$ cat config.mk
export PLATFORM = sky130hd
export DESIGN_NAME = ctb_ctrl_flat
export DESIGN_NICKNAME = d
export VERILOG_FILES = /design/src/sv/ctb_pkg.sv /design/src/sv/ctb_if.sv /design/src/sv/ctb_ctrl.sv /design/src/flat_wrapper.sv
export SDC_FILE = /design/constraint.sdc
export NUM_CORES = 1
export LEC_CHECK = 0
export BUFFER_PORTS_ARGS = -buffer_cell sky130_fd_sc_hd__buf_4
export CORE_MARGIN = 2
export CORE_UTILIZATION = 43
export CTS_CLUSTER_SIZE = 16
export DETAILED_ROUTE_END_ITERATION = 6
export REMOVE_ABC_BUFFERS = 1
export SYNTH_ARGS = -nofsm -noshare
export SYNTH_HDL_FRONTEND = slang
export SYNTH_SLANG_ARGS = --single-unit
$ cat constraint.sdc
create_clock -name clk -period 8.2 [get_ports clk]
set_clock_uncertainty 0.05 [all_clocks]
set_input_delay 1.64 -clock clk [delete_from_list [all_inputs] [get_ports clk]]
set_output_delay 1.64 -clock clk [all_outputs]
set_load 0.01 [all_outputs]
$ cat src/sv/ctb_pkg.sv
package ctb_pkg;

  localparam int DEPTH   = 1024;
  localparam int ADDR_W  = $clog2(DEPTH);
  localparam int CNT_W   = $clog2(DEPTH) + 1;
  localparam int CMD_W   = 3;
  localparam int CHAR_W  = 8;
  localparam int IDX_W   = 10;
  localparam int OUT_W   = 11;
  localparam int STAT_W  = 2;
  localparam int WIDE_W  = ((CNT_W > IDX_W) ? CNT_W : IDX_W) + 1;

  typedef enum logic [CMD_W-1:0] {
    CMD_INSERT = 3'd0,
    CMD_LEFT   = 3'd1,
    CMD_RIGHT  = 3'd2,
    CMD_DELETE = 3'd3,
    CMD_READ   = 3'd4
  } ctb_cmd_t;

  typedef enum logic [STAT_W-1:0] {
    ST_DONE  = 2'd0,
    ST_BOUND = 2'd1,
    ST_FULL  = 2'd2,
    ST_RANGE = 2'd3
  } ctb_status_t;

  typedef enum logic [1:0] {
    S_IDLE,
    S_EXEC,
    S_DATA,
    S_RESP
  } ctb_state_t;

  typedef struct packed {
    logic              en;
    logic              we;
    logic [ADDR_W-1:0] addr;
    logic [CHAR_W-1:0] wdata;
  } ctb_mem_req_t;

  typedef struct packed {
    logic [CHAR_W-1:0] char_out;
    logic [OUT_W-1:0]  text_length;
    logic [OUT_W-1:0]  cursor_pos;
    ctb_status_t       status;
  } ctb_res_t;

endpackage

$ cat src/sv/ctb_if.sv
interface ctb_in_if;
  logic                          valid;
  logic                          ready;
  logic [ctb_pkg::CMD_W-1:0]     cmd;
  logic [ctb_pkg::CHAR_W-1:0]    char_in;
  logic [ctb_pkg::IDX_W-1:0]     read_index;

  modport source (output valid, cmd, char_in, read_index, input ready);
  modport sink   (input valid, cmd, char_in, read_index, output ready);
endinterface


$ cat src/sv/ctb_ctrl.sv
module ctb_ctrl (
  input  logic                       clk,
  input  logic                       rst_n,
  ctb_in_if.sink                     in_ch,
  output ctb_pkg::ctb_mem_req_t      mem_req_o,
  input  logic [ctb_pkg::CHAR_W-1:0] mem_rdata_i,
  output logic                       res_valid_o,
  input  logic                       res_ready_i,
  output ctb_pkg::ctb_res_t          res_o
);

  ctb_pkg::ctb_state_t            state_r, state_nxt;
  ctb_pkg::ctb_cmd_t              cmd_r, cmd_nxt;
  logic [ctb_pkg::CHAR_W-1:0]     char_r, char_nxt;
  logic [ctb_pkg::IDX_W-1:0]      idx_r, idx_nxt;
  logic [ctb_pkg::CHAR_W-1:0]     rdch_r, rdch_nxt;
  ctb_pkg::ctb_status_t           status_r, status_nxt;
  logic [ctb_pkg::CNT_W-1:0]      left_r, left_nxt;
  logic [ctb_pkg::CNT_W-1:0]      right_r, right_nxt;

  logic [ctb_pkg::CNT_W-1:0]      len;
  logic                           full;
  logic                           idx_ok;
  logic                           idx_left;
  logic                           in_fire;

  assign in_fire  = in_ch.valid && in_ch.ready;
  assign len      = left_r + right_r;
  assign full     = (len == ctb_pkg::CNT_W'(ctb_pkg::DEPTH));
  assign idx_ok   = ctb_pkg::WIDE_W'(idx_r) < ctb_pkg::WIDE_W'(len);
  assign idx_left = ctb_pkg::WIDE_W'(idx_r) < ctb_pkg::WIDE_W'(left_r);

  // next state
  always_comb begin
    state_nxt = state_r;
    case (state_r)
      ctb_pkg::S_IDLE: begin
        if (in_fire) state_nxt = ctb_pkg::S_EXEC;
      end
      ctb_pkg::S_EXEC: begin
        state_nxt = ctb_pkg::S_RESP;
        case (cmd_r)
          ctb_pkg::CMD_LEFT:  if (left_r != '0) state_nxt = ctb_pkg::S_DATA;
          ctb_pkg::CMD_RIGHT: if (right_r != '0) state_nxt = ctb_pkg::S_DATA;
          ctb_pkg::CMD_READ:  if (idx_ok) state_nxt = ctb_pkg::S_DATA;
          default: ;
        endcase
      end
      ctb_pkg::S_DATA: state_nxt = ctb_pkg::S_RESP;
      ctb_pkg::S_RESP: begin
        if (res_ready_i) state_nxt = ctb_pkg::S_IDLE;
      end
      default: state_nxt = ctb_pkg::S_IDLE;
    endcase
  end

  // datapath and memory port
  always_comb begin
    cmd_nxt    = cmd_r;
    char_nxt   = char_r;
    idx_nxt    = idx_r;
    rdch_nxt   = rdch_r;
    status_nxt = status_r;
    left_nxt   = left_r;
    right_nxt  = right_r;
    mem_req_o  = '0;
    case (state_r)
      ctb_pkg::S_IDLE: begin
        if (in_fire) begin
          cmd_nxt  = ctb_pkg::ctb_cmd_t'(in_ch.cmd);
          char_nxt = in_ch.char_in;
          idx_nxt  = in_ch.read_index;
        end
      end
      ctb_pkg::S_EXEC: begin
        rdch_nxt   = '0;
        status_nxt = ctb_pkg::ST_DONE;
        case (cmd_r)
          ctb_pkg::CMD_INSERT: begin
            if (full) begin
              status_nxt = ctb_pkg::ST_FULL;
            end else begin
              mem_req_o.en    = 1'b1;
              mem_req_o.we    = 1'b1;
              mem_req_o.addr  = ctb_pkg::ADDR_W'(left_r);
              mem_req_o.wdata = char_r;
              left_nxt        = left_r + 1'b1;
            end
          end
          ctb_pkg::CMD_LEFT: begin
            if (left_r == '0) begin
              status_nxt = ctb_pkg::ST_BOUND;
            end else begin
              mem_req_o.en   = 1'b1;
              mem_req_o.addr = ctb_pkg::ADDR_W'(left_r - 1'b1);
            end
          end
          ctb_pkg::CMD_RIGHT: begin
            if (right_r == '0) begin
              status_nxt = ctb_pkg::ST_BOUND;
            end else begin
              mem_req_o.en   = 1'b1;
              mem_req_o.addr = ctb_pkg::ADDR_W'(ctb_pkg::CNT_W'(ctb_pkg::DEPTH) - right_r);
            end
          end
          ctb_pkg::CMD_DELETE: begin
            if (left_r == '0) status_nxt = ctb_pkg::ST_BOUND;
            else left_nxt = left_r - 1'b1;
          end
          ctb_pkg::CMD_READ: begin
            if (!idx_ok) begin
              status_nxt = ctb_pkg::ST_RANGE;
            end else begin
              mem_req_o.en = 1'b1;
              // right-hand text starts at the top of the gap
              if (idx_left) begin
                mem_req_o.addr = ctb_pkg::ADDR_W'(idx_r);
              end else begin
                mem_req_o.addr = ctb_pkg::ADDR_W'(ctb_pkg::CNT_W'(ctb_pkg::DEPTH) - len
                                                  + ctb_pkg::CNT_W'(idx_r));
              end
            end
          end
          default: ;
        endcase
      end
      ctb_pkg::S_DATA: begin
        case (cmd_r)
          ctb_pkg::CMD_LEFT: begin
            mem_req_o.en    = 1'b1;
            mem_req_o.we    = 1'b1;
            mem_req_o.addr  = ctb_pkg::ADDR_W'(ctb_pkg::CNT_W'(ctb_pkg::DEPTH)
                                               - right_r - 1'b1);
            mem_req_o.wdata = mem_rdata_i;
            left_nxt        = left_r - 1'b1;
            right_nxt       = right_r + 1'b1;
          end
          ctb_pkg::CMD_RIGHT: begin
            mem_req_o.en    = 1'b1;
            mem_req_o.we    = 1'b1;
            mem_req_o.addr  = ctb_pkg::ADDR_W'(left_r);
            mem_req_o.wdata = mem_rdata_i;
            left_nxt        = left_r + 1'b1;
            right_nxt       = right_r - 1'b1;
          end
          ctb_pkg::CMD_READ: rdch_nxt = mem_rdata_i;
          default: ;
        endcase
      end
      default: ;
    endcase
  end

  always_ff @(posedge clk) begin
    if (!rst_n) begin
      state_r <= ctb_pkg::S_IDLE;
      left_r  <= '0;
      right_r <= '0;
    end else begin
      state_r <= state_nxt;
      left_r  <= left_nxt;
      right_r <= right_nxt;
    end
  end

  always_ff @(posedge clk) begin
    cmd_r    <= cmd_nxt;
    char_r   <= char_nxt;
    idx_r    <= idx_nxt;
    rdch_r   <= rdch_nxt;
    status_r <= status_nxt;
  end

  assign in_ch.ready       = (state_r == ctb_pkg::S_IDLE);
  assign res_valid_o       = (state_r == ctb_pkg::S_RESP);
  assign res_o.char_out    = rdch_r;
  assign res_o.text_length = ctb_pkg::OUT_W'(len);
  assign res_o.cursor_pos  = ctb_pkg::OUT_W'(left_r);
  assign res_o.status      = status_r;

  a_len_bound: assert property (@(posedge clk) disable iff (!rst_n)
    (ctb_pkg::WIDE_W'(left_r) + ctb_pkg::WIDE_W'(right_r))
      <= ctb_pkg::WIDE_W'(ctb_pkg::DEPTH))
    else $error("text length exceeds store depth");

  a_accept_exec: assert property (@(posedge clk) disable iff (!rst_n)
    in_fire |=> state_r == ctb_pkg::S_EXEC)
    else $error("accepted command not executed next cycle");

  a_write_states: assert property (@(posedge clk) disable iff (!rst_n)
    (mem_req_o.en && mem_req_o.we) |->
      (state_r == ctb_pkg::S_EXEC || state_r == ctb_pkg::S_DATA))
    else $error("store written outside execute phase");

  a_counts_held: assert property (@(posedge clk) disable iff (!rst_n)
    (state_r == ctb_pkg::S_RESP || state_r == ctb_pkg::S_IDLE) |=>
      $stable(left_r) && $stable(right_r))
    else $error("counts changed while not executing");

endmodule

$ cat src/flat_wrapper.sv
// flat-port wrapper written by rule: the top's interface ports become plain ports
module ctb_ctrl_flat 
  (clk, rst_n, mem_req_o, mem_rdata_i, res_valid_o, res_ready_i, res_o, in_ch_valid, in_ch_cmd, in_ch_char_in, in_ch_read_index, in_ch_ready);
  ctb_in_if in_ch_i ();
  input  logic clk;
  input  logic rst_n;
  output ctb_pkg::ctb_mem_req_t mem_req_o;
  input  logic [ctb_pkg::CHAR_W-1:0] mem_rdata_i;
  output logic res_valid_o;
  input  logic res_ready_i;
  output ctb_pkg::ctb_res_t res_o;
  input wire logic [$bits(in_ch_i.valid)-1:0] in_ch_valid;
  input wire logic [$bits(in_ch_i.cmd)-1:0] in_ch_cmd;
  input wire logic [$bits(in_ch_i.char_in)-1:0] in_ch_char_in;
  input wire logic [$bits(in_ch_i.read_index)-1:0] in_ch_read_index;
  output wire logic [$bits(in_ch_i.ready)-1:0] in_ch_ready;
  assign in_ch_i.valid = in_ch_valid;
  assign in_ch_i.cmd = in_ch_cmd;
  assign in_ch_i.char_in = in_ch_char_in;
  assign in_ch_i.read_index = in_ch_read_index;
  assign in_ch_ready = in_ch_i.ready;
  ctb_ctrl u_core (.clk(clk), .rst_n(rst_n), .in_ch(in_ch_i), .mem_req_o(mem_req_o), .mem_rdata_i(mem_rdata_i), .res_valid_o(res_valid_o), .res_ready_i(res_ready_i), .res_o(res_o));
endmodule
==> flow_summary.yaml <==
place:
  hpwl_um: 12650
  dp_slack_ns: 2.263
  port_buffers: 86
  place.gp.congestion: 0.9673
synth:
  muxShareOfSynthArea: 0.01751
  synth_top_flop_cell: "edfxtp_1"
  synthAdderAreaFrac: 0.1193
  synth_xor_area_frac: 0.05301
  avgSynthCellArea_um2: 8.275
  yosys.area_share.simple: 0.2212
  seq_area_frac_synth: 0.2669
  synth_compound_area_frac: 0.2650
  syn-instance-count: 639
  ys_ff_latch: 55
  ys_async_sr_fraction: 0
  synth_edf_count: 31
  synth_top_family_by_area: "compound AO/OA/AOI/OAI gates"
  netlist_area_um2: 5288
  yosysWarnings: 0
  synth_cell_type_count: 80
cts:
  cts.path.max_buffers: 2
  clock-root-buffer: "clkbuf_16"
  cts_max_level: 2
  cts.repair.resized: 0
  cts-hold-fix-buffers: 0
  cts_sinks: 55
  cts_made_buffers: 5
  clk_pin_slew_ns: 0.08
  clkLatencyLatePin_ns: 0.31
  cts_setup_buffers: 0
  cts_tree: "done"
power:
  vdd_drop_max_v: 0.0001644
  power_frac_clock: 0.124
  internal_power_w: 0.0009582
  leakage_nw: 2.583
  pwr-share-seq: 0.247
  power_frac_comb: 0.629
  switching_power_w: 0.0009114
  swShare: 0.4875
  powerDensity_nw_per_um2: 304.8
route:
  vias: 5227
  drtAntennaViolNets: 0
  drt_iter0_markers: 422
  drt-total-wl_um: 16410
  via_per_inst: 6.164
  drt-pass1-iter-count: 5
  wl_per_cell_um: 19.36
  drt_drc_violations_left: 0
global_route:
  antenna_found_initial: 0
  grt_start_max_net_pins: 25
  grt_pass1_vias: 5021
  grt-ovfl-total: 0
  grt_pass1_wl_um: 25810
  grt_usage: 0.2496
setup_path:
  path_class: "register to output port"
  end_kind: "output port"
  cp_max_fo: 15
  worstPathRequired_ns: 6.51
  cp.arrival_ns: 4.68
  start_kind: "register"
sta:
  finalSetupTns_ns: 0
  slew_headroom: 0.1799
  finalSetupViolations: 0
  grt_setup_unrepaired: "no"
  worst_slack_ns: 1.835
  min_period_ns: 6.365
  holdWs_ns: 0.5108
  finalCritPeriodShare: 0.7763
  hold_viol: 0
  worstMarginPinSlew_ns: 1.228
  final_max_slew_viol_count: 0
  fmax_ghz: 0.1571
status:
  outcome: "completed"
layout:
  drive_above_1_share: 0.1726
  area_growth_pct: 16.02
  final_common_cell: "buf_4"
  fin_nets: 780
  diodes: 0
  final_util: 0.5107
  layout_common_cells: "buf_4 (88), nand2_1 (57), a21oi_1 (48), ha_1 (44), nor2_1 (42)"
floorplan:
  num_io_pins: 87
  dieArea_um2: 13200
  coreArea_um2: 12010
  start_util: 0.4402
  row_count: 40
  fp.dieH_um: 114.9
  die_w_um: 114.9
worst_hold_path:
  min_path_type: "register to register"
job:
  max-cap-violations: 0
-- registers in the layout (all words and copies together) (netlist names) --
signal	count
u_core.status_r	2
u_core.state_r	2
u_core.rdch_r	8
u_core.cmd_r	3
u_core.left_r	11
u_core.char_r	8
u_core.right_r	11
u_core.idx_r	10
-- per-stage QoR --
| step | cells | area (um^2) | total power, W |
|---|---|---|---|
| after floorplan | 605 | 5129 | 0.001238 |
| after global placement | 840 | 5981 | 0.001605 |
| after detailed placement | 840 | 5981 | 0.001623 |
| after CTS | 848 | 6135 | 0.001860 |
| after global routing | 848 | 6135 | 0.002014 |
| final | 848 | 6135 | 0.001870 |
-- routing by layer --
metal  up-vias  share of wire  track usage
li1       2519              -            -
met5         -              0            0
met2       220           0.47       0.4165
met3        36          0.070      0.04323
met4         0          0.033       0.1044
met1      2452           0.42       0.3193
-- cells by family (layout without fill, tap and decap cells) --
kind of cell | Yosys count | count (layout)
AND/OR/NAND/NOR | 219 | 219
AO/OA/AOI/OAI | 203 | 203
buffers and inverters | 72 | 134
flip-flops | 55 | 55
adder cells (fa/ha/maj) | 49 | 49
XOR/XNOR | 32 | 32
multiplexers | 9 | 9
-- power by group through the flow --
stage | Combinational [W] | Sequential (W) | Clock, W
3_5_place_dp | 0.00116 | 0.000468 | 0
4_1_cts | 0.00116 | 0.000461 | 0.000238
5_1_grt | 0.00129 | 0.000472 | 0.000248
6_report | 0.00118 | 0.000462 | 0.000232
2_1_floorplan | 0.000785 | 0.000453 | 0
3_3_place_gp | 0.00114 | 0.000465 | 0
-- layout make-up --
| class | instances | area (um^2) |
|---|---|---|
| fillers | 1166 | 5877 |
| multi-input cells | 512 | 3582 |
| flip-flops and latches | 55 | 1411 |
| repair buffers | 88 | 660.6 |
| well taps | 147 | 183.9 |
| inverters | 38 | 142.6 |
| clock buffers | 5 | 125.1 |
| clock inverters | 3 | 28.78 |
-- worst max-delay path, cell delays in order, from the launching register on --
cell and delay (ns):
dfxtp_1 0.65, ha_1 0.29, inv_1 0.06, fa_1 0.40
nor2b_1 0.19, o31a_1 0.25, o32a_1 0.22, nand2_1 0.09
ha_1 0.38, and3_1 0.20, a22oi_1 0.24, nand4b_1 0.26
a21oi_2 0.57, o211ai_1 0.18, a31oi_1 0.23, buf_4 0.16
-- worst paths after layout --
check                     startpoint            endpoint  slack (ns)  cells past startpoint
setup / recovery   u_core.right_r[0]       mem_req_o[10]        1.83                     15
hold / removal    u_core.right_r[10]  u_core.right_r[10]        0.51                      2
setup reg to reg   u_core.right_r[0]   u_core.state_r[0]        3.93                     14
hold reg to reg   u_core.right_r[10]  u_core.right_r[10]        0.51                      2
-- Yosys cell counts (8+ instances only) --
cell / instances / share of area
nand2_1: 57 / 0.040
a21oi_1: 48 / 0.045
ha_1: 44 / 0.10
nor2_1: 43 / 0.031
inv_1: 38 / 0.027
edfxtp_1: 31 / 0.18
o21ai_0: 31 / 0.029
clkbuf_1: 27 / 0.019
dfxtp_1: 24 / 0.091
xnor2_1: 19 / 0.031
or3_1: 15 / 0.018
nor3_1: 14 / 0.013
o22ai_1: 14 / 0.017
a21o_1: 13 / 0.018
nand3_1: 13 / 0.012
xor2_1: 13 / 0.022
and2_1: 10 / 0.012
o41ai_1: 9 / 0.015
a22o_1: 8 / 0.013
nor3b_1: 8 / 0.011
o21a_1: 8 / 0.011
o311ai_1: 8 / 0.013
No activity file was read; power rests on OpenSTA's default activity.
